### src/design/bptc_pkg.sv
// Shared widths, stage numbering, register codes and types of the barometric compensation block.
package bptc_pkg;

    // Number of register stages from input beat to output register.
    localparam int NSTG = 9;

    // Stage numbering, input side first.
    localparam int ST_DT   = 0;
    localparam int ST_MUL  = 1;
    localparam int ST_LIN  = 2;
    localparam int ST_SQR  = 3;
    localparam int ST_CORR = 4;
    localparam int ST_FIN  = 5;
    localparam int ST_PP   = 6;
    localparam int ST_SUM  = 7;
    localparam int ST_OUT  = 8;

    // Field and calibration widths.
    localparam int W_RAW     = 24;
    localparam int W_CAL     = 16;
    localparam int W_CFG_IDX = 3;
    localparam int W_TOUT    = 18;
    localparam int W_POUT    = 24;

    // Internal datapath widths, all signed unless stated.
    localparam int W_DT   = W_RAW + 1;        // raw temperature minus reference
    localparam int W_PROD = W_DT + W_CAL + 1; // dT times a calibration word
    localparam int W_SQ   = 2 * W_DT;         // dT squared
    localparam int W_TEMP = 20;               // first-order temperature
    localparam int W_T2   = 19;               // second-order temperature term
    localparam int W_OFF  = 36;               // first-order offset
    localparam int W_SENS = 35;               // first-order sensitivity
    localparam int W_SQR  = 35;               // unsigned temperature squares
    localparam int W_CORR = 38;               // unsigned second-order corrections
    localparam int W_FIN  = 40;               // corrected offset and sensitivity
    localparam int W_SPLIT = 20;              // low part of the split sensitivity multiply

    // Shift amounts of the fixed-point scaling.
    localparam int TEMP_SH = 23;
    localparam int OFF_SH  = 7;
    localparam int SENS_SH = 8;
    localparam int T2_SH   = 31;
    localparam int PROD_SH = 21;
    localparam int PRES_SH = 15;
    localparam int C2_SH   = 16;
    localparam int C1_SH   = 15;
    localparam int C5_SH   = 8;

    // Temperature thresholds in hundredths of a degree.
    localparam int T_REF = 2000;
    localparam int T_LOW = -1500;

    // Calibration register indexes.
    typedef enum logic [W_CFG_IDX-1:0] {
        CAL_C1 = 3'd0,
        CAL_C2 = 3'd1,
        CAL_C3 = 3'd2,
        CAL_C4 = 3'd3,
        CAL_C5 = 3'd4,
        CAL_C6 = 3'd5
    } t_cal_idx;

    // Calibration words as held by the top level.
    typedef struct packed {
        logic [W_CAL-1:0] c1;
        logic [W_CAL-1:0] c2;
        logic [W_CAL-1:0] c3;
        logic [W_CAL-1:0] c4;
        logic [W_CAL-1:0] c5;
        logic [W_CAL-1:0] c6;
    } t_cal;

    // Per-stage load enables from the pipeline control.
    typedef struct packed {
        logic [NSTG-1:0] en;
    } t_pipe_en;

endpackage

### src/design/bptc_front.sv
// First-order stages: dT, the calibration products and the linear temperature, offset, sensitivity.
module bptc_front (
    input  logic                                 i_clk,
    input  bptc_pkg::t_pipe_en                   i_ctl,
    input  bptc_pkg::t_cal                       i_cal,
    input  logic        [bptc_pkg::W_RAW-1:0]    i_raw_pressure,
    input  logic        [bptc_pkg::W_RAW-1:0]    i_raw_temperature,
    output logic        [bptc_pkg::W_RAW-1:0]    o_d1,
    output logic signed [bptc_pkg::W_TEMP-1:0]   o_temp,
    output logic signed [bptc_pkg::W_T2-1:0]     o_t2,
    output logic signed [bptc_pkg::W_OFF-1:0]    o_off,
    output logic signed [bptc_pkg::W_SENS-1:0]   o_sens
);

    localparam int W_OFF_PAD  = bptc_pkg::W_OFF - bptc_pkg::W_CAL - bptc_pkg::C2_SH;
    localparam int W_SENS_PAD = bptc_pkg::W_SENS - bptc_pkg::W_CAL - bptc_pkg::C1_SH;

    logic        [bptc_pkg::W_RAW-1:0]  r_d1_s1;
    logic signed [bptc_pkg::W_DT-1:0]   r_dt_s1;
    logic signed [bptc_pkg::W_DT-1:0]   n_dt;

    logic        [bptc_pkg::W_RAW-1:0]  r_d1_s2;
    logic signed [bptc_pkg::W_PROD-1:0] r_p_tc;
    logic signed [bptc_pkg::W_PROD-1:0] r_p_off;
    logic signed [bptc_pkg::W_PROD-1:0] r_p_sens;
    logic signed [bptc_pkg::W_SQ-1:0]   r_p_sq;
    logic signed [bptc_pkg::W_PROD-1:0] n_p_tc;
    logic signed [bptc_pkg::W_PROD-1:0] n_p_off;
    logic signed [bptc_pkg::W_PROD-1:0] n_p_sens;
    logic signed [bptc_pkg::W_SQ-1:0]   n_p_sq;

    logic        [bptc_pkg::W_RAW-1:0]  r_d1_s3;
    logic signed [bptc_pkg::W_TEMP-1:0] r_temp;
    logic signed [bptc_pkg::W_T2-1:0]   r_t2;
    logic signed [bptc_pkg::W_OFF-1:0]  r_off;
    logic signed [bptc_pkg::W_SENS-1:0] r_sens;
    logic signed [bptc_pkg::W_TEMP-1:0] n_temp;
    logic signed [bptc_pkg::W_T2-1:0]   n_t2;
    logic signed [bptc_pkg::W_OFF-1:0]  n_off;
    logic signed [bptc_pkg::W_SENS-1:0] n_sens;

    // Stage one: difference between the raw temperature and the reference reading.
    assign n_dt = $signed({1'b0, i_raw_temperature})
                - $signed({1'b0, i_cal.c5, {bptc_pkg::C5_SH{1'b0}}});

    always_ff @(posedge i_clk) begin
        if (i_ctl.en[bptc_pkg::ST_DT]) begin
            r_d1_s1 <= i_raw_pressure;
            r_dt_s1 <= n_dt;
        end
    end

    // Stage two: the four products of dT, all calibration words taken as positive.
    always_comb begin
        n_p_tc   = r_dt_s1 * $signed({1'b0, i_cal.c6});
        n_p_off  = r_dt_s1 * $signed({1'b0, i_cal.c4});
        n_p_sens = r_dt_s1 * $signed({1'b0, i_cal.c3});
        n_p_sq   = r_dt_s1 * r_dt_s1;
    end

    always_ff @(posedge i_clk) begin
        if (i_ctl.en[bptc_pkg::ST_MUL]) begin
            r_d1_s2  <= r_d1_s1;
            r_p_tc   <= n_p_tc;
            r_p_off  <= n_p_off;
            r_p_sens <= n_p_sens;
            r_p_sq   <= n_p_sq;
        end
    end

    // Stage three: scale the products by arithmetic shifts and add the constant terms.
    always_comb begin
        n_temp = $signed(r_p_tc[bptc_pkg::W_PROD-1:bptc_pkg::TEMP_SH])
               + bptc_pkg::W_TEMP'(bptc_pkg::T_REF);
        n_off  = $signed({{W_OFF_PAD{1'b0}}, i_cal.c2, {bptc_pkg::C2_SH{1'b0}}})
               + $signed(r_p_off[bptc_pkg::W_PROD-1:bptc_pkg::OFF_SH]);
        n_sens = $signed({{W_SENS_PAD{1'b0}}, i_cal.c1, {bptc_pkg::C1_SH{1'b0}}})
               + $signed(r_p_sens[bptc_pkg::W_PROD-1:bptc_pkg::SENS_SH]);
        n_t2   = $signed(r_p_sq[bptc_pkg::W_SQ-1:bptc_pkg::T2_SH]);
    end

    always_ff @(posedge i_clk) begin
        if (i_ctl.en[bptc_pkg::ST_LIN]) begin
            r_d1_s3 <= r_d1_s2;
            r_temp  <= n_temp;
            r_t2    <= n_t2;
            r_off   <= n_off;
            r_sens  <= n_sens;
        end
    end

    assign o_d1   = r_d1_s3;
    assign o_temp = r_temp;
    assign o_t2   = r_t2;
    assign o_off  = r_off;
    assign o_sens = r_sens;

endmodule

### config.mk
export PLATFORM = sky130hd
export DESIGN_NAME = bptc_front
export DESIGN_NICKNAME = d
export VERILOG_FILES = /design/src/design/bptc_pkg.sv /design/src/design/bptc_front.sv
export SDC_FILE = /design/constraint.sdc
export NUM_CORES = 2
export LEC_CHECK = 0
export BUFFER_PORTS_ARGS = -buffer_cell sky130_fd_sc_hd__buf_2
export CORE_MARGIN = 3
export CORE_UTILIZATION = 50
export DETAILED_ROUTE_END_ITERATION = 16
export PLACE_DENSITY = 0.7
export REMOVE_ABC_BUFFERS = 1
export SETUP_SLACK_MARGIN = 0.3
export SYNTH_ARGS = -nofsm -noshare
export SYNTH_HDL_FRONTEND = slang
export SYNTH_SLANG_ARGS = --single-unit
### constraint.sdc
create_clock -name i_clk -period 11.5 [get_ports i_clk]
set_clock_uncertainty 0.1 [all_clocks]
set_input_delay 0.575 -clock i_clk [delete_from_list [all_inputs] [get_ports i_clk]]
set_output_delay 0.575 -clock i_clk [all_outputs]
set_load 0.05 [all_outputs]
==> metrics.txt <==
Post-layout nets 9804; max_cap viols 0; CP Class flop to flop; Setup crit start kind flop; Core Area 144000 um^2; CP Capture Type flop; top cells by area, synth fa_1 (49%), edfxtp_1 (13%), inv_1 (10%); final worst slack 2.35 ns; CP Cell Sequence and2_1, fa_1, fa_1, fa_1, inv_1, fa_1, inv_1, fa_1, inv_1, fa_1, inv_1, ha_1, a21oi_1, o211a_1, nor3_1, a211oi_1, o31a_1, o21ai_0, a41o_1, o41a_1, a21oi_1, xnor2_1; antenna violations before repair 3; final cycle utilization of the critical path 0.795; Vias 47900; Bufs on Longest Clock Path 3; CP max stage delay 1.12 ns; ANT nets after route 0; pin count of the biggest net entering global routing 77; wire length on met3 11.2 mm; CTS tree done; final instance area 77400 um^2; DRC 0; number of flops mapped to enable cells by yosys 314; vias in the first global route 54900; top post-synthesis cells by count inv_1 (2031), fa_1 (1776), nand2_1 (954); crit-path most repeated cell fa_1; H-tree Lvls 2; worst path required time 11.79 ns; initial drt markers 2574; Synth area leader fa_1; Num CTS Buffers 40; Port-buffer cells 281; DIE AREA 150000 um^2; uppermost layer routed met5; Die Y 387 um; #FFs+latches synth 314; Initial DRT Pass Iterations 5; most common cell in the netlist inv_1; WL met1 69.2 mm; layout cells sized above 1 0.0565; routed length on met2 83.8 mm; clk slew on worst S/H paths 0.08 ns; global-route wire length before repair 288 mm; yosys warns 0; Slowest-stage cell, CP edfxtp_1; status finished clean; Hold Crit Class input pin to flop; DP Wirelength 128 mm; GRT Overall Usage 0.241; WL final 170 mm; gpl congestion 0.846; slew at the pin closest to its max-slew limit 1.17 ns; vias per cell 5.14; Synth cell types 62; min Tclk post-route 9.15 ns; flop-to-flop setup slack 2.35 ns; fin. max-slew vios 0; Cell Area, Synth 72600 um^2; Avg WL per Cell 18.3 um; # setup viols final 0; RSZ-0062 raised after global routing no; Final TNS setup 0 ns; Mapped Cells 7275; CP Max Fanout 16; Area after DPL 75800 um^2; std cell rows 139; dpl ws 2.30 ns; Area growth, synth to finish 6.57%; Chip Width 387 um; fmax 0.109 GHz; total grt overflow 0; Synth Flop Type edfxtp_1; Post-Syn Area per Cell 9.98 um^2; Async S/R FF share, synth 0; max_slew headroom 0.223; final hold slack 0.0825 ns; final hold vios 0; post-cts resize count 0; CTS Root Cell clkbuf_16; starting density of the core 0.504; clk_lat worst skew 0.64 ns; Crit path arrival time 9.44 ns; Ports 288; CTS Sinks 314; register area share after synthesis 0.130; share of the synthesized area in the top cell type 0.490
## registers in the layout (all words and copies together), names as in the netlist
| register | flops |
|---|---|
| o_t2 | 19 |
| o_temp | 20 |
| r_p_tc | 19 |
| o_sens | 35 |
| r_p_sens | 34 |
| r_d1_s2 | 24 |
| r_p_off | 35 |
| r_dt_s1 | 25 |
| r_p_sq | 19 |
| r_d1_s1 | 24 |
| o_d1 | 24 |
| o_off | 36 |
## worst paths after layout
kind / start / end / depth (start not counted)
hold reg to reg: r_p_off[13] / o_off[6] / 0
setup / recovery: r_dt_s1[2] / r_p_sq[49] / 22
hold / removal: i_raw_temperature[1] / r_dt_s1[1] / 1
setup reg to reg: r_dt_s1[2] / r_p_sq[49] / 22
## through the flow
step	std cells	utilization
after CTS	9305	0.537
after global routing	9305	0.537
after floorplan	6965	-
after global placement	9201	0.526
final	9309	0.538
after detailed placement	9201	0.526
## cells in the final DEF, fill, tap and decap left out, drive strengths merged, types with 8 or more instances in the layout
| cell | instances |
|---|---|
| inv | 2040 |
| fa | 1776 |
| nand2 | 954 |
| and2 | 596 |
| ha | 504 |
| buf | 333 |
| edfxtp | 314 |
| xnor2 | 148 |
| nor2 | 119 |
| a21oi | 91 |
| o21ai | 61 |
| xor2 | 48 |
| clkbuf | 43 |
| nor2b | 35 |
| a21o | 34 |
| dlygate4sd3 | 30 |
| nand2b | 27 |
| nor3 | 21 |
| o21a | 20 |
| a211oi | 19 |
| and3 | 18 |
| clkinv | 18 |
| nand3 | 16 |
| nand4 | 15 |
| or3 | 11 |
| a41o | 9 |
| a31oi | 9 |
| o21bai | 8 |
## critical path: cells and delay by family (launching register included)
family,cells,cell delay (ns)
flops,1,1.12
simple gates,2,0.36
fa+ha+maj,7,4.12
buf+inv,4,0.74
xor+xnor,1,0.09
compound gates,8,2.36
## layer usage
| layer | GRT usage | up-vias |
|---|---|---|
| met5 | 0 | - |
| met2 | 0.416 | 1500 |
| met4 | 0.0744 | 2 |
| li1 | - | 21200 |
| met1 | 0.316 | 24900 |
| met3 | 0.0373 | 324 |
## cell families (layout without fill, tap and decap cells)
family	after synthesis	in the layout	share of synthesized area
adder cells (fa/ha/maj)	2280	2280	0.576
flip-flops	314	314	0.130
XOR/XNOR	196	196	0.0236
AO/OA/AOI/OAI	308	308	0.0282
other	0	4	0
AND/OR/NAND/NOR	1833	1833	0.121
multiplexers	3	3	0.000431
buffers and inverters	2341	2468	0.121
## final cells by class
cell class                 instances  area, um^2
fill                           12700       66600
multi-input combinational       4620       54400
sequential                       314        9430
inverter                        2031        7620
tap                             1903        2380
timing repair buffer             363        2210
clock buffer                      43        1010
clock inverter                    31         324
antenna                            4        10.0
## timing repair
item,4_1_cts,5_1_grt
setup buffers,0,0
hold buffers,30,0
endpoints found under the hold margin,30,0
Power is not shown: default switching activity piles up to over one toggle a cycle in this logic, so the estimate is an artifact.
