## config.mk

```make
export PLATFORM = sky130hd
export DESIGN_NAME = bptc_press
export DESIGN_NICKNAME = d
export VERILOG_FILES = /design/src/design/bptc_pkg.sv /design/src/design/bptc_press.sv
export SDC_FILE = /design/constraint.sdc
export NUM_CORES = 2
export LEC_CHECK = 0
export BUFFER_PORTS_ARGS = -buffer_cell sky130_fd_sc_hd__buf_4
export CORE_MARGIN = 4
export CORE_UTILIZATION = 35
export DETAILED_ROUTE_END_ITERATION = 10
export PLACE_DENSITY = 0.61
export SLEW_MARGIN = 20
export SYNTH_ARGS = -nofsm -noshare
export SYNTH_HDL_FRONTEND = slang
export SYNTH_SLANG_ARGS = --single-unit
```

## constraint.sdc

```tcl
create_clock -name i_clk -period 20.4 [get_ports i_clk]
set_input_delay 1.02 -clock i_clk [delete_from_list [all_inputs] [get_ports i_clk]]
set_output_delay 1.02 -clock i_clk [all_outputs]
set_load 0.02 [all_outputs]
```

## src/design/bptc_pkg.sv

```systemverilog
// Shared widths, stage numbering, register codes and types of the barometric compensation block.
package bptc_pkg;

    // Number of register stages from input beat to output register.
    localparam int NSTG = 9;

    // Stage numbering, input side first.
    localparam int ST_DT   = 0;
    localparam int ST_MUL  = 1;
    localparam int ST_LIN  = 2;
    localparam int ST_SQR  = 3;
    localparam int ST_CORR = 4;
    localparam int ST_FIN  = 5;
    localparam int ST_PP   = 6;
    localparam int ST_SUM  = 7;
    localparam int ST_OUT  = 8;

    // Field and calibration widths.
    localparam int W_RAW     = 24;
    localparam int W_CAL     = 16;
    localparam int W_CFG_IDX = 3;
    localparam int W_TOUT    = 18;
    localparam int W_POUT    = 24;

    // Internal datapath widths, all signed unless stated.
    localparam int W_DT   = W_RAW + 1;        // raw temperature minus reference
    localparam int W_PROD = W_DT + W_CAL + 1; // dT times a calibration word
    localparam int W_SQ   = 2 * W_DT;         // dT squared
    localparam int W_TEMP = 20;               // first-order temperature
    localparam int W_T2   = 19;               // second-order temperature term
    localparam int W_OFF  = 36;               // first-order offset
    localparam int W_SENS = 35;               // first-order sensitivity
    localparam int W_SQR  = 35;               // unsigned temperature squares
    localparam int W_CORR = 38;               // unsigned second-order corrections
    localparam int W_FIN  = 40;               // corrected offset and sensitivity
    localparam int W_SPLIT = 20;              // low part of the split sensitivity multiply

    // Shift amounts of the fixed-point scaling.
    localparam int TEMP_SH = 23;
    localparam int OFF_SH  = 7;
    localparam int SENS_SH = 8;
    localparam int T2_SH   = 31;
    localparam int PROD_SH = 21;
    localparam int PRES_SH = 15;
    localparam int C2_SH   = 16;
    localparam int C1_SH   = 15;
    localparam int C5_SH   = 8;

    // Temperature thresholds in hundredths of a degree.
    localparam int T_REF = 2000;
    localparam int T_LOW = -1500;

    // Calibration register indexes.
    typedef enum logic [W_CFG_IDX-1:0] {
        CAL_C1 = 3'd0,
        CAL_C2 = 3'd1,
        CAL_C3 = 3'd2,
        CAL_C4 = 3'd3,
        CAL_C5 = 3'd4,
        CAL_C6 = 3'd5
    } t_cal_idx;

    // Calibration words as held by the top level.
    typedef struct packed {
        logic [W_CAL-1:0] c1;
        logic [W_CAL-1:0] c2;
        logic [W_CAL-1:0] c3;
        logic [W_CAL-1:0] c4;
        logic [W_CAL-1:0] c5;
        logic [W_CAL-1:0] c6;
    } t_cal;

    // Per-stage load enables from the pipeline control.
    typedef struct packed {
        logic [NSTG-1:0] en;
    } t_pipe_en;

endpackage

```

## src/design/bptc_press.sv

```systemverilog
// Pressure stages: split sensitivity multiply, recombination, offset removal and output register.
module bptc_press (
    input  logic                                 i_clk,
    input  bptc_pkg::t_pipe_en                   i_ctl,
    input  logic        [bptc_pkg::W_RAW-1:0]    i_d1,
    input  logic signed [bptc_pkg::W_TOUT-1:0]   i_tout,
    input  logic signed [bptc_pkg::W_FIN-1:0]    i_off_fin,
    input  logic signed [bptc_pkg::W_FIN-1:0]    i_sens_fin,
    output logic signed [bptc_pkg::W_TOUT-1:0]   o_temperature,
    output logic signed [bptc_pkg::W_POUT-1:0]   o_pressure
);

    localparam int W_PL   = bptc_pkg::W_RAW + bptc_pkg::W_SPLIT;
    localparam int W_PH   = bptc_pkg::W_RAW + 1 + bptc_pkg::W_FIN - bptc_pkg::W_SPLIT;
    localparam int W_PRD  = W_PH + bptc_pkg::W_SPLIT;
    localparam int W_Q    = W_PRD - bptc_pkg::PROD_SH;
    localparam int W_DIFF = W_Q + 1;
    localparam int W_SH   = W_DIFF - bptc_pkg::PRES_SH;
    localparam int P_MAX  = 2 ** (bptc_pkg::W_POUT - 1) - 1;
    localparam int P_MIN  = -(2 ** (bptc_pkg::W_POUT - 1));

    logic        [W_PL-1:0]             n_pl;
    logic signed [W_PH-1:0]             n_ph;
    logic        [W_PL-1:0]             r_pl;
    logic signed [W_PH-1:0]             r_ph;
    logic signed [bptc_pkg::W_FIN-1:0]  r_off_s7;
    logic signed [bptc_pkg::W_TOUT-1:0] r_tout_s7;

    logic signed [W_PRD-1:0]            n_prod;
    logic signed [W_Q-1:0]              r_q;
    logic signed [bptc_pkg::W_FIN-1:0]  r_off_s8;
    logic signed [bptc_pkg::W_TOUT-1:0] r_tout_s8;

    logic signed [W_DIFF-1:0]           n_diff;
    logic signed [W_SH-1:0]             n_scaled;
    logic signed [bptc_pkg::W_POUT-1:0] n_pres;
    logic signed [bptc_pkg::W_POUT-1:0] r_pres;
    logic signed [bptc_pkg::W_TOUT-1:0] r_tout_s9;

    // Stage seven: D1 times the low and high parts of the sensitivity.
    always_comb begin
        n_pl = i_d1 * i_sens_fin[bptc_pkg::W_SPLIT-1:0];
        n_ph = $signed({1'b0, i_d1})
             * $signed(i_sens_fin[bptc_pkg::W_FIN-1:bptc_pkg::W_SPLIT]);
    end

    always_ff @(posedge i_clk) begin
        if (i_ctl.en[bptc_pkg::ST_PP]) begin
            r_pl      <= n_pl;
            r_ph      <= n_ph;
            r_off_s7  <= i_off_fin;
            r_tout_s7 <= i_tout;
        end
    end

    // Stage eight: recombine the partial products and scale down.
    assign n_prod = $signed({r_ph, {bptc_pkg::W_SPLIT{1'b0}}})
                  + $signed({{(W_PRD - W_PL){1'b0}}, r_pl});

    always_ff @(posedge i_clk) begin
        if (i_ctl.en[bptc_pkg::ST_SUM]) begin
            r_q       <= n_prod[W_PRD-1:bptc_pkg::PROD_SH];
            r_off_s8  <= r_off_s7;
            r_tout_s8 <= r_tout_s7;
        end
    end

    // Stage nine: remove the offset, scale to pascals and saturate into the output register.
    always_comb begin
        n_diff   = W_DIFF'(r_q) - W_DIFF'(r_off_s8);
        n_scaled = n_diff[W_DIFF-1:bptc_pkg::PRES_SH];
        if (n_scaled > W_SH'(P_MAX)) begin
            n_pres = bptc_pkg::W_POUT'(P_MAX);
        end else if (n_scaled < W_SH'(P_MIN)) begin
            n_pres = bptc_pkg::W_POUT'(P_MIN);
        end else begin
            n_pres = n_scaled[bptc_pkg::W_POUT-1:0];
        end
    end

    always_ff @(posedge i_clk) begin
        if (i_ctl.en[bptc_pkg::ST_OUT]) begin
            r_pres    <= n_pres;
            r_tout_s9 <= r_tout_s8;
        end
    end

    assign o_temperature = r_tout_s9;
    assign o_pressure    = r_pres;

endmodule

```

==> metrics list <==
- Final WL: 101 mm
* H-tree depth reported by CTS: 1
- Leading register cell type out of synthesis: sky130_fd_sc_hd__edfxtp_1
* Clk root buf: sky130_fd_sc_hd__clkbuf_16
- RSZ-0062 raised after global routing: no
- Critical Path Fanout Max: 22
* Area of the core: 122000 sq um
- In this run the mean area of a mapped cell was 9.97 sq um.
- After synthesis, the largest family of logic cells by area is adder cells.
* Number of antenna violations at the first check in global routing: 14
- Counting every sink on the clock net gives 271.
- Arithmetic-cell share of the synthesized area counting full adders, half adders and majority gates: 0.478
* Count of endpoints failing hold in the final timing report: 0
* Total of warnings raised by yosys: 0
- In the layout the commonest cells are 919 x sky130_fd_sc_hd__inv_1, 785 x sky130_fd_sc_hd__fa_1, 533 x sky130_fd_sc_hd__nand2_1.
- Crit Path Class: in -> reg
- Mean number of vias per cell: 4.81
- Kind of path behind the tightest hold check: reg -> reg
* Final Skew: 0.0158 ns
- Net count after synthesis: 5661
* Pin count of the biggest net entering global routing: 78
* Area taken by multi-input logic gates: 30900 sq um
- Compared with the post-synthesis result, the final layout area differs by 7.91%.
* Clock tree from TritonCTS: done
* Unique masters post-synth: 89
- Measured against the total synthesized area, the mux share comes to 0.000954.
- Number of inserted filler cells in the final layout: 12184
- The share of synthesized area in the top cell type comes to 0.363.
- The max-slew violation count is 0.
* End-of-flow core utilization: 0.382
* Starting DRT DRC Count: 1613
- Kind of start point of the critical path: input port
* Share of the clock period used by the worst path after layout: 0.405
- Subtracting the final worst setup slack from the clock period gives 8.26 ns.
* Total area of sequential cells: 8140 sq um
- Synth Area in Compound Gates: 0.0617
- CTS clk-pin slew, worst paths: 0.07 ns
- Worst setup slack after layout: 12.14 ns
* Later-pin clock latency in the skew report: 0.54 ns
- Summed over all failing endpoints, the final setup total negative slack is 0 ns.
- After clock tree synthesis, the flow added hold-fix buffers numbering 0.
- Run status: completed
- In the final routed layout, each cell accounts on average for 16.9 um.
- The number of clock buffers added by TritonCTS is 24.
* Global-route wire length before repair: 168 mm
- The die covers 129000 sq um.
- Of the total synthesized cell area, the portion taken by XOR and XNOR cells is 0.0259.
- The die is 360 um tall.
- No sink is reached through more buffers than the 3 on the longest clock path.
- Number of nets in the layout: 5662
* Sequential cell area fraction in the yosys report: 0.188
- Number of flops mapped to enable cells by yosys: 271
- After synthesis the cells add up to 43300 sq um.
- Least-Margin Pin Slew: 0.993 ns
- Total global-route track usage: 0.158
* Die X: 360 um
- Setup violations remaining at the end of the flow were counted as 0.
- Port Buffers: 167
- For the worst setup path, the data required time is 20.68 ns.
* Std cell rows: 128
* Post-CTS resize count: 0
- GP Congestion: 0.861
- Timing analysis after detailed placement gives a worst setup slack of 11.59 ns.
- Of the total synthesized cell area, the portion taken by AND, OR, NAND and NOR gates is 0.147.
- Detailed placement finished with a half-perimeter wire length of 80.0 mm.
* Number of maximum-capacitance violations: 0
* Fraction of final layout cells with drive strength greater than 1: 0.0566
- The first detailed-routing pass took 6 iterations.
- 174 I/O pins were placed.
* Max-Slew Margin vs Limit: 0.338
- The routed layout has 28861 vias.
- Summing all placed instances gives a cell area of 45800 sq um.
* Setup repair bufs after CTS: 0
- DRC viols: 0
- Fin area: 46700 sq um
- Top area cells in the synthesized netlist: sky130_fd_sc_hd__fa_1 36%, sky130_fd_sc_hd__edfxtp_1 19%, sky130_fd_sc_hd__ha_1 12%
- Post-synthesis cell type with the largest combined area: sky130_fd_sc_hd__fa_1
* Fmax achieved: 121 MHz
- Total overflow reported by the global router: 0
* Number of instances in the synthesized netlist: 4345
- For this configuration, the core starts out at a cell density of 0.354.
- Ys async rst share: 0
* Antenna violation net count after detailed routing: 0
- The worst setup path is captured at a flip-flop.
* Via count of the first global-routing pass: 31525
- Critical path data arrival time: 8.54 ns
- Most frequent standard cell in the layout excluding fill and tap cells: sky130_fd_sc_hd__inv_1
* #FFs+latches synth: 271
[registers in the layout, indices dropped and copies added (netlist names)]
signal / count
o_pressure: 24
o_temperature: 18
r_off_s7: 40
r_off_s8: 40
r_ph: 45
r_pl: 24
r_q: 44
r_tout_s7: 18
r_tout_s8: 18
[synthesized netlist by cell type, types with 18 or more instances]
master and count:
sky130_fd_sc_hd__edfxtp_1 271, sky130_fd_sc_hd__nor3_1 19, sky130_fd_sc_hd__xnor2_1 94, sky130_fd_sc_hd__a21oi_1 93, sky130_fd_sc_hd__and2_1 481, sky130_fd_sc_hd__a21o_1 86, sky130_fd_sc_hd__nand4_1 19, sky130_fd_sc_hd__o21ai_0 46
sky130_fd_sc_hd__o21a_1 23, sky130_fd_sc_hd__ha_1 399, sky130_fd_sc_hd__nand2b_1 25, sky130_fd_sc_hd__nand3_1 40, sky130_fd_sc_hd__clkbuf_1 184, sky130_fd_sc_hd__fa_1 785, sky130_fd_sc_hd__xor2_1 34, sky130_fd_sc_hd__nand2_1 533
sky130_fd_sc_hd__nor2_1 57, sky130_fd_sc_hd__o21bai_1 18, sky130_fd_sc_hd__inv_1 919, sky130_fd_sc_hd__nor2b_1 25
[routing by layer]
metal | wire, um | global-route usage
met3 | 5260 | 0.0220
met5 | 13 | 0
met1 | 44200 | 0.207
met2 | 49900 | 0.280
met4 | 1880 | 0.0319
[critical path: stages]
cell                        delay, ns
sky130_fd_sc_hd__buf_4           0.30
sky130_fd_sc_hd__buf_4           0.35
sky130_fd_sc_hd__and2_1          0.20
sky130_fd_sc_hd__fa_1            0.44
sky130_fd_sc_hd__fa_1            0.51
sky130_fd_sc_hd__inv_1           0.05
sky130_fd_sc_hd__fa_1            0.48
sky130_fd_sc_hd__inv_1           0.05
sky130_fd_sc_hd__fa_1            0.52
sky130_fd_sc_hd__fa_1            0.51
sky130_fd_sc_hd__fa_1            0.49
sky130_fd_sc_hd__inv_1           0.05
sky130_fd_sc_hd__fa_1            0.47
sky130_fd_sc_hd__inv_1           0.04
sky130_fd_sc_hd__ha_1            0.31
sky130_fd_sc_hd__and3_1          0.20
sky130_fd_sc_hd__and2_1          0.17
sky130_fd_sc_hd__or3b_1          0.35
sky130_fd_sc_hd__a21oi_1         0.27
sky130_fd_sc_hd__o2111ai_1       0.25
sky130_fd_sc_hd__a21oi_1         0.28
sky130_fd_sc_hd__nor2_1          0.12
sky130_fd_sc_hd__o311ai_1        0.49
sky130_fd_sc_hd__a21oi_1         0.16
sky130_fd_sc_hd__xnor2_1         0.42
[final timing paths]
kind / from / to / slack (ns) / depth (start not counted)
hold / removal: r_off_s7[24] / r_off_s8[24] / 0.42 / 0
setup reg to reg: r_off_s8[8] / o_pressure[12] / 16.62 / 12
setup / recovery: i_d1[17] / r_pl[42] / 12.14 / 25
hold reg to reg: r_off_s7[24] / r_off_s8[24] / 0.42 / 0
[cell families after synthesis]
family | count (synthesis)
buffers and inverters | 1120
AO/OA/AOI/OAI | 382
AND/OR/NAND/NOR | 1256
flip-flops | 271
multiplexers | 4
XOR/XNOR | 128
adder cells (fa/ha/maj) | 1184
[layout make-up]
cell class / count / area share
Multi-Input combinational cell: 2954 / 0.661
Sequential cell: 271 / 0.174
Inverter: 919 / 0.0738
Tap cell: 1625 / 0.0435
Timing Repair Buffer: 176 / 0.0284
Clock buffer: 29 / 0.0137
Clock inverter: 14 / 0.00447
Antenna cell: 9 / 0.000482
[per-stage QoR]
stage               hold WS [ns]  instances
detailed placement         0.405       5944
finish                     0.416       5997
global route               0.420       5988
global placement           0.401       5944
CTS                        0.417       5987
floorplan                  0.400       4345
Power is not shown: default switching activity piles up to over one toggle a cycle in this logic, so the estimate is an artifact.
