## config.mk

```make
export PLATFORM = sky130hd
export DESIGN_NAME = bptc_second
export DESIGN_NICKNAME = d
export VERILOG_FILES = /design/src/design/bptc_pkg.sv /design/src/design/bptc_second.sv
export SDC_FILE = /design/constraint.sdc
export NUM_CORES = 2
export LEC_CHECK = 0
export BUFFER_PORTS_ARGS = -buffer_cell sky130_fd_sc_hd__buf_2
export CAP_MARGIN = 5
export CORE_UTILIZATION = 45
export DETAILED_ROUTE_END_ITERATION = 10
export GPL_TIMING_DRIVEN = 0
export PLACE_DENSITY = 0.69
export SLEW_MARGIN = 20
export SYNTH_ARGS = -nofsm -noshare
export SYNTH_HDL_FRONTEND = slang
export SYNTH_SLANG_ARGS = --single-unit
export TNS_END_PERCENT = 5
```

## constraint.sdc

```tcl
create_clock -name i_clk -period 28.1 [get_ports i_clk]
set_input_delay 2.81 -clock i_clk [delete_from_list [all_inputs] [get_ports i_clk]]
set_output_delay 2.81 -clock i_clk [all_outputs]
set_load 0.005 [all_outputs]
```

## src/design/bptc_pkg.sv

```systemverilog
// Shared widths, stage numbering, register codes and types of the barometric compensation block.
package bptc_pkg;

    // Number of register stages from input beat to output register.
    localparam int NSTG = 9;

    // Stage numbering, input side first.
    localparam int ST_DT   = 0;
    localparam int ST_MUL  = 1;
    localparam int ST_LIN  = 2;
    localparam int ST_SQR  = 3;
    localparam int ST_CORR = 4;
    localparam int ST_FIN  = 5;
    localparam int ST_PP   = 6;
    localparam int ST_SUM  = 7;
    localparam int ST_OUT  = 8;

    // Field and calibration widths.
    localparam int W_RAW     = 24;
    localparam int W_CAL     = 16;
    localparam int W_CFG_IDX = 3;
    localparam int W_TOUT    = 18;
    localparam int W_POUT    = 24;

    // Internal datapath widths, all signed unless stated.
    localparam int W_DT   = W_RAW + 1;        // raw temperature minus reference
    localparam int W_PROD = W_DT + W_CAL + 1; // dT times a calibration word
    localparam int W_SQ   = 2 * W_DT;         // dT squared
    localparam int W_TEMP = 20;               // first-order temperature
    localparam int W_T2   = 19;               // second-order temperature term
    localparam int W_OFF  = 36;               // first-order offset
    localparam int W_SENS = 35;               // first-order sensitivity
    localparam int W_SQR  = 35;               // unsigned temperature squares
    localparam int W_CORR = 38;               // unsigned second-order corrections
    localparam int W_FIN  = 40;               // corrected offset and sensitivity
    localparam int W_SPLIT = 20;              // low part of the split sensitivity multiply

    // Shift amounts of the fixed-point scaling.
    localparam int TEMP_SH = 23;
    localparam int OFF_SH  = 7;
    localparam int SENS_SH = 8;
    localparam int T2_SH   = 31;
    localparam int PROD_SH = 21;
    localparam int PRES_SH = 15;
    localparam int C2_SH   = 16;
    localparam int C1_SH   = 15;
    localparam int C5_SH   = 8;

    // Temperature thresholds in hundredths of a degree.
    localparam int T_REF = 2000;
    localparam int T_LOW = -1500;

    // Calibration register indexes.
    typedef enum logic [W_CFG_IDX-1:0] {
        CAL_C1 = 3'd0,
        CAL_C2 = 3'd1,
        CAL_C3 = 3'd2,
        CAL_C4 = 3'd3,
        CAL_C5 = 3'd4,
        CAL_C6 = 3'd5
    } t_cal_idx;

    // Calibration words as held by the top level.
    typedef struct packed {
        logic [W_CAL-1:0] c1;
        logic [W_CAL-1:0] c2;
        logic [W_CAL-1:0] c3;
        logic [W_CAL-1:0] c4;
        logic [W_CAL-1:0] c5;
        logic [W_CAL-1:0] c6;
    } t_cal;

    // Per-stage load enables from the pipeline control.
    typedef struct packed {
        logic [NSTG-1:0] en;
    } t_pipe_en;

endpackage

```

## src/design/bptc_second.sv

```systemverilog
// Second-order stages: cold-range corrections and the final offset and sensitivity.
module bptc_second (
    input  logic                                 i_clk,
    input  bptc_pkg::t_pipe_en                   i_ctl,
    input  logic        [bptc_pkg::W_RAW-1:0]    i_d1,
    input  logic signed [bptc_pkg::W_TEMP-1:0]   i_temp,
    input  logic signed [bptc_pkg::W_T2-1:0]     i_t2,
    input  logic signed [bptc_pkg::W_OFF-1:0]    i_off,
    input  logic signed [bptc_pkg::W_SENS-1:0]   i_sens,
    output logic        [bptc_pkg::W_RAW-1:0]    o_d1,
    output logic signed [bptc_pkg::W_TOUT-1:0]   o_tout,
    output logic signed [bptc_pkg::W_FIN-1:0]    o_off_fin,
    output logic signed [bptc_pkg::W_FIN-1:0]    o_sens_fin
);

    localparam int W_WIDE   = bptc_pkg::W_SQR + 5;
    localparam int W_SQFULL = 2 * bptc_pkg::W_TEMP;
    localparam int TOUT_MAX = 2 ** (bptc_pkg::W_TOUT - 1) - 1;
    localparam int TOUT_MIN = -(2 ** (bptc_pkg::W_TOUT - 1));

    // Stage four signals.
    logic signed [bptc_pkg::W_TEMP-1:0] n_dta;
    logic signed [bptc_pkg::W_TEMP-1:0] n_dtb;
    logic signed [W_SQFULL-1:0]         n_sq_a;
    logic signed [W_SQFULL-1:0]         n_sq_b;
    logic signed [bptc_pkg::W_TEMP-1:0] n_tdiff;
    logic signed [bptc_pkg::W_TOUT-1:0] n_tout;
    logic                               n_low;
    logic                               n_vlow;

    logic        [bptc_pkg::W_RAW-1:0]  r_d1_s4;
    logic signed [bptc_pkg::W_TOUT-1:0] r_tout_s4;
    logic signed [bptc_pkg::W_OFF-1:0]  r_off_s4;
    logic signed [bptc_pkg::W_SENS-1:0] r_sens_s4;
    logic        [bptc_pkg::W_SQR-1:0]  r_sq_a;
    logic        [bptc_pkg::W_SQR-1:0]  r_sq_b;
    logic                               r_low;
    logic                               r_vlow;

    // Stage five signals.
    logic        [W_WIDE-1:0]           a_ext;
    logic        [W_WIDE-1:0]           b_ext;
    logic        [W_WIDE-1:0]           a5;
    logic        [W_WIDE-1:0]           b7;
    logic        [W_WIDE-1:0]           b11;
    logic        [W_WIDE-1:0]           off2_sum;
    logic        [W_WIDE-1:0]           sens2_sum;
    logic        [bptc_pkg::W_CORR-1:0] n_off2;
    logic        [bptc_pkg::W_CORR-1:0] n_sens2;

    logic        [bptc_pkg::W_RAW-1:0]  r_d1_s5;
    logic signed [bptc_pkg::W_TOUT-1:0] r_tout_s5;
    logic signed [bptc_pkg::W_OFF-1:0]  r_off_s5;
    logic signed [bptc_pkg::W_SENS-1:0] r_sens_s5;
    logic        [bptc_pkg::W_CORR-1:0] r_off2;
    logic        [bptc_pkg::W_CORR-1:0] r_sens2;

    // Stage six signals.
    logic signed [bptc_pkg::W_FIN-1:0]  n_off_fin;
    logic signed [bptc_pkg::W_FIN-1:0]  n_sens_fin;

    logic        [bptc_pkg::W_RAW-1:0]  r_d1_s6;
    logic signed [bptc_pkg::W_TOUT-1:0] r_tout_s6;
    logic signed [bptc_pkg::W_FIN-1:0]  r_off_fin;
    logic signed [bptc_pkg::W_FIN-1:0]  r_sens_fin;

    // Stage four: range flags, the two temperature squares and the saturated temperature.
    always_comb begin
        n_dta   = i_temp - bptc_pkg::W_TEMP'(bptc_pkg::T_REF);
        n_dtb   = i_temp - bptc_pkg::W_TEMP'(bptc_pkg::T_LOW);
        n_sq_a  = n_dta * n_dta;
        n_sq_b  = n_dtb * n_dtb;
        n_low   = i_temp < bptc_pkg::W_TEMP'(bptc_pkg::T_REF);
        n_vlow  = i_temp < bptc_pkg::W_TEMP'(bptc_pkg::T_LOW);
        // The second-order temperature term only applies below the reference temperature.
        if (n_low) begin
            n_tdiff = i_temp - bptc_pkg::W_TEMP'(i_t2);
        end else begin
            n_tdiff = i_temp;
        end
        if (n_tdiff > bptc_pkg::W_TEMP'(TOUT_MAX)) begin
            n_tout = bptc_pkg::W_TOUT'(TOUT_MAX);
        end else if (n_tdiff < bptc_pkg::W_TEMP'(TOUT_MIN)) begin
            n_tout = bptc_pkg::W_TOUT'(TOUT_MIN);
        end else begin
            n_tout = n_tdiff[bptc_pkg::W_TOUT-1:0];
        end
    end

    always_ff @(posedge i_clk) begin
        if (i_ctl.en[bptc_pkg::ST_SQR]) begin
            r_d1_s4   <= i_d1;
            r_tout_s4 <= n_tout;
            r_off_s4  <= i_off;
            r_sens_s4 <= i_sens;
            r_sq_a    <= n_sq_a[bptc_pkg::W_SQR-1:0];
            r_sq_b    <= n_sq_b[bptc_pkg::W_SQR-1:0];
            r_low     <= n_low;
            r_vlow    <= n_vlow;
        end
    end

    // Stage five: the offset and sensitivity corrections, by shifts and adds only.
    // The squares are non-negative, so the arithmetic shifts are plain right shifts.
    always_comb begin
        a_ext     = {5'b0, r_sq_a};
        b_ext     = {5'b0, r_sq_b};
        a5        = (a_ext << 2) + a_ext;
        b7        = (b_ext << 3) - b_ext;
        b11       = (b_ext << 3) + (b_ext << 1) + b_ext;
        off2_sum  = '0;
        sens2_sum = '0;
        if (r_low) begin
            off2_sum  = a5 >> 1;
            sens2_sum = a5 >> 2;
            if (r_vlow) begin
                off2_sum  = off2_sum + b7;
                sens2_sum = sens2_sum + (b11 >> 1);
            end
        end
        n_off2  = off2_sum[bptc_pkg::W_CORR-1:0];
        n_sens2 = sens2_sum[bptc_pkg::W_CORR-1:0];
    end

    always_ff @(posedge i_clk) begin
        if (i_ctl.en[bptc_pkg::ST_CORR]) begin
            r_d1_s5   <= r_d1_s4;
            r_tout_s5 <= r_tout_s4;
            r_off_s5  <= r_off_s4;
            r_sens_s5 <= r_sens_s4;
            r_off2    <= n_off2;
            r_sens2   <= n_sens2;
        end
    end

    // Stage six: apply the corrections.
    always_comb begin
        n_off_fin  = bptc_pkg::W_FIN'(r_off_s5)
                   - $signed({{(bptc_pkg::W_FIN - bptc_pkg::W_CORR){1'b0}}, r_off2});
        n_sens_fin = bptc_pkg::W_FIN'(r_sens_s5)
                   - $signed({{(bptc_pkg::W_FIN - bptc_pkg::W_CORR){1'b0}}, r_sens2});
    end

    always_ff @(posedge i_clk) begin
        if (i_ctl.en[bptc_pkg::ST_FIN]) begin
            r_d1_s6    <= r_d1_s5;
            r_tout_s6  <= r_tout_s5;
            r_off_fin  <= n_off_fin;
            r_sens_fin <= n_sens_fin;
        end
    end

    assign o_d1       = r_d1_s6;
    assign o_tout     = r_tout_s6;
    assign o_off_fin  = r_off_fin;
    assign o_sens_fin = r_sens_fin;

endmodule

```

==> metrics.txt <==
RSZ-0062 raised after global routing no; PortBufs 259; WP data required 28.41 ns; Slew Viols, Final 0; Area Growth Syn to Fin 9.71%; largest net degree at the start of global routing 94; reg2reg end r_off2[36]; layout cells sized above 1 7.28%; GRT Total Usage 22.8%; Die W 347 um; Ports 266; Num Clock Sinks 492; Placeable Area 118000 um2; NumNets Final 6890; status completed; first-pass GRT wire length 214000 um; FMAX 0.0727 GHz; R2R depth 23; count leader, synth inv_1; family with the most delay on the worst path adder cells; Crit. Startpoint i_temp[2]; Final GP Congestion 0.957; Worst R2R Setup Slack 21.38 ns; share of the synthesized area in the top cell type 28.1%; Sum Neg Setup Slack 0 ns; initial antenna violation count 3; CTS Buf Count 56; Worst Setup EP r_sq_b[31]; Syn Area/Cell 10.3 um2; cells after synthesis 5231; critical path launch point type primary input; Finish-stage setup viols 0; Die Y 347 um; clock skew 0.0748 ns; crit path capture type register; Worst-Skew Late Latency 0.69 ns; HP Start r_sens_s4[14]; Initial DRC Count 2544; YS warnings 0; asr flop ratio synth 0%; via/cell ratio 5.27; WP data arrival 14.06 ns; crit path max-delay cell type xor2_1; Routed Antenna Nets 0; Worst Max-Slew Pin Slew 1.22 ns; Top FF cell, synth edfxtp_1; most instantiated cells after synthesis inv_1, fa_1, edfxtp_1, ha_1, nand2_1; routed vias 37600; Rows 126; vias in the first global route 39500; number of synthesized flops with an enable pin 492; sequential area share after synthesis 27.5%; WL/cell 19.1 um; CTS tree yes; post-synth cell types 87; CP Depth 34; H-tree levels 2; Post-CTS Hold Fix Bufs 0; Ant. Diodes 0; Clock Path Buffers 3; critical path fanouts, max 12; Root Buffer clkbuf_16; Hold Path Class register to register; most area-hungry cell type in the Yosys netlist fa_1; Fin. Hold Viols 0; DR pass1 iterations 6; total grt overflow 0; Post-CTS Setup Bufs 0; effective utilization at floorplan 45.4%; fin crit period 13.75 ns; cell area after synthesis 53700 um2; #FFs+latches synth 492; critical path class primary input to register; headroom to the max-slew limit 18.4%; MaxCap Viol Count 0; HPWL after DPL 111000 um; DRC viols 0; CP Buf/Inv Count 10; clk slew on worst S/H paths 0.06 ns; worst r2r src r_sq_a[2]; total routed wirelength 136000 um; Tcrit/Tclk final 48.9%; Synth area leaders fa_1, edfxtp_1, ha_1, inv_1, xnor2_1; Largest stage delay, worst path 0.96 ns; DIE AREA 121000 um2; post-cts sizing count 0
==> logic make-up (layout without fill, tap and decap cells) <==
family | after synthesis | after routing | share of synthesized area, %
AO/OA/AOI/OAI | 890 | 890 | 10.7
XOR/XNOR | 331 | 331 | 5.40
adder cells (fa/ha/maj) | 1189 | 1189 | 38.2
buffers and inverters | 1243 | 1609 | 8.71
flip-flops | 492 | 492 | 27.5
multiplexers | 13 | 13 | 0.242
other | 1 | 5 | 0.00698
AND/OR/NAND/NOR | 1072 | 1072 | 9.22
==> per-stage QoR <==
step | area (um2) | hold WS (ns) | instances | util (%) | setup WS [ns]
after global routing | 58900 | 0.398 | 7137 | 49.8 | 13.93
after detailed placement | 57100 | 0.405 | 7035 | 48.3 | 14.03
after global placement | 56900 | 0.401 | 7030 | 48.1 | 13.83
after CTS | 58900 | 0.381 | 7137 | 49.8 | 14.68
final | 58900 | 0.385 | 7137 | 49.8 | 14.35
after floorplan | 53700 | 0.400 | 5235 | - | 16.90
==> routing by layer <==
| metal | global-route usage, % | part of all wire, % | up-vias |
|---|---|---|---|
| li1 | - | - | 17600 |
| met1 | 29.0 | 42 | 18500 |
| met2 | 39.5 | 48 | 1256 |
| met3 | 3.24 | 6.2 | 252 |
| met4 | 7.77 | 3.8 | 4 |
| met5 | 0 | 0.022 | - |
==> sequential cells by signal, indices dropped and copies added, names as in the netlist, 32 cells and up <==
signal	cells
o_off_fin	40
o_sens_fin	40
r_off2	38
r_sens2	38
r_off_s4	36
r_off_s5	36
r_sens_s4	35
r_sens_s5	35
r_sq_a	34
r_sq_b	32
==> cell type report <==
type | instances | area (um2)
Fill cell | 10700 | 59300
Multi-Input combinational cell | 3500 | 34300
Sequential cell | 492 | 14800
Inverter | 1139 | 4280
Tap cell | 1536 | 1920
Timing Repair Buffer | 264 | 1460
Clock buffer | 66 | 1440
Buffer | 104 | 400
Clock inverter | 36 | 304
==> worst min path at each step <==
stage / slack, ns / to / depth (start not counted)
2_1_floorplan: 0.40 / o_d1[0] / 0
3_3_place_gp: 0.40 / r_d1_s5[18] / 0
3_5_place_dp: 0.40 / o_d1[21] / 0
4_1_cts: 0.38 / r_sens_s5[14] / 0
5_1_grt: 0.40 / r_sens_s5[14] / 0
6_report: 0.38 / r_sens_s5[14] / 0
==> cells in the final DEF (no fill, tap or decap), types with 61 or more instances in the layout <==
master	netlist	routed
nor2_1	335	335
edfxtp_1	492	492
inv_1	1130	1130
ha_1	436	436
o21ai_0	135	135
xor2_1	88	84
nand2_1	347	347
clkbuf_1	94	104
nand2b_1	61	61
fa_1	753	753
nand3_1	65	65
buf_2	2	258
xnor2_1	243	238
a21oi_1	280	280
a21o_1	112	112
Power is not shown: default switching activity piles up to over one toggle a cycle in this logic, so the estimate is an artifact.
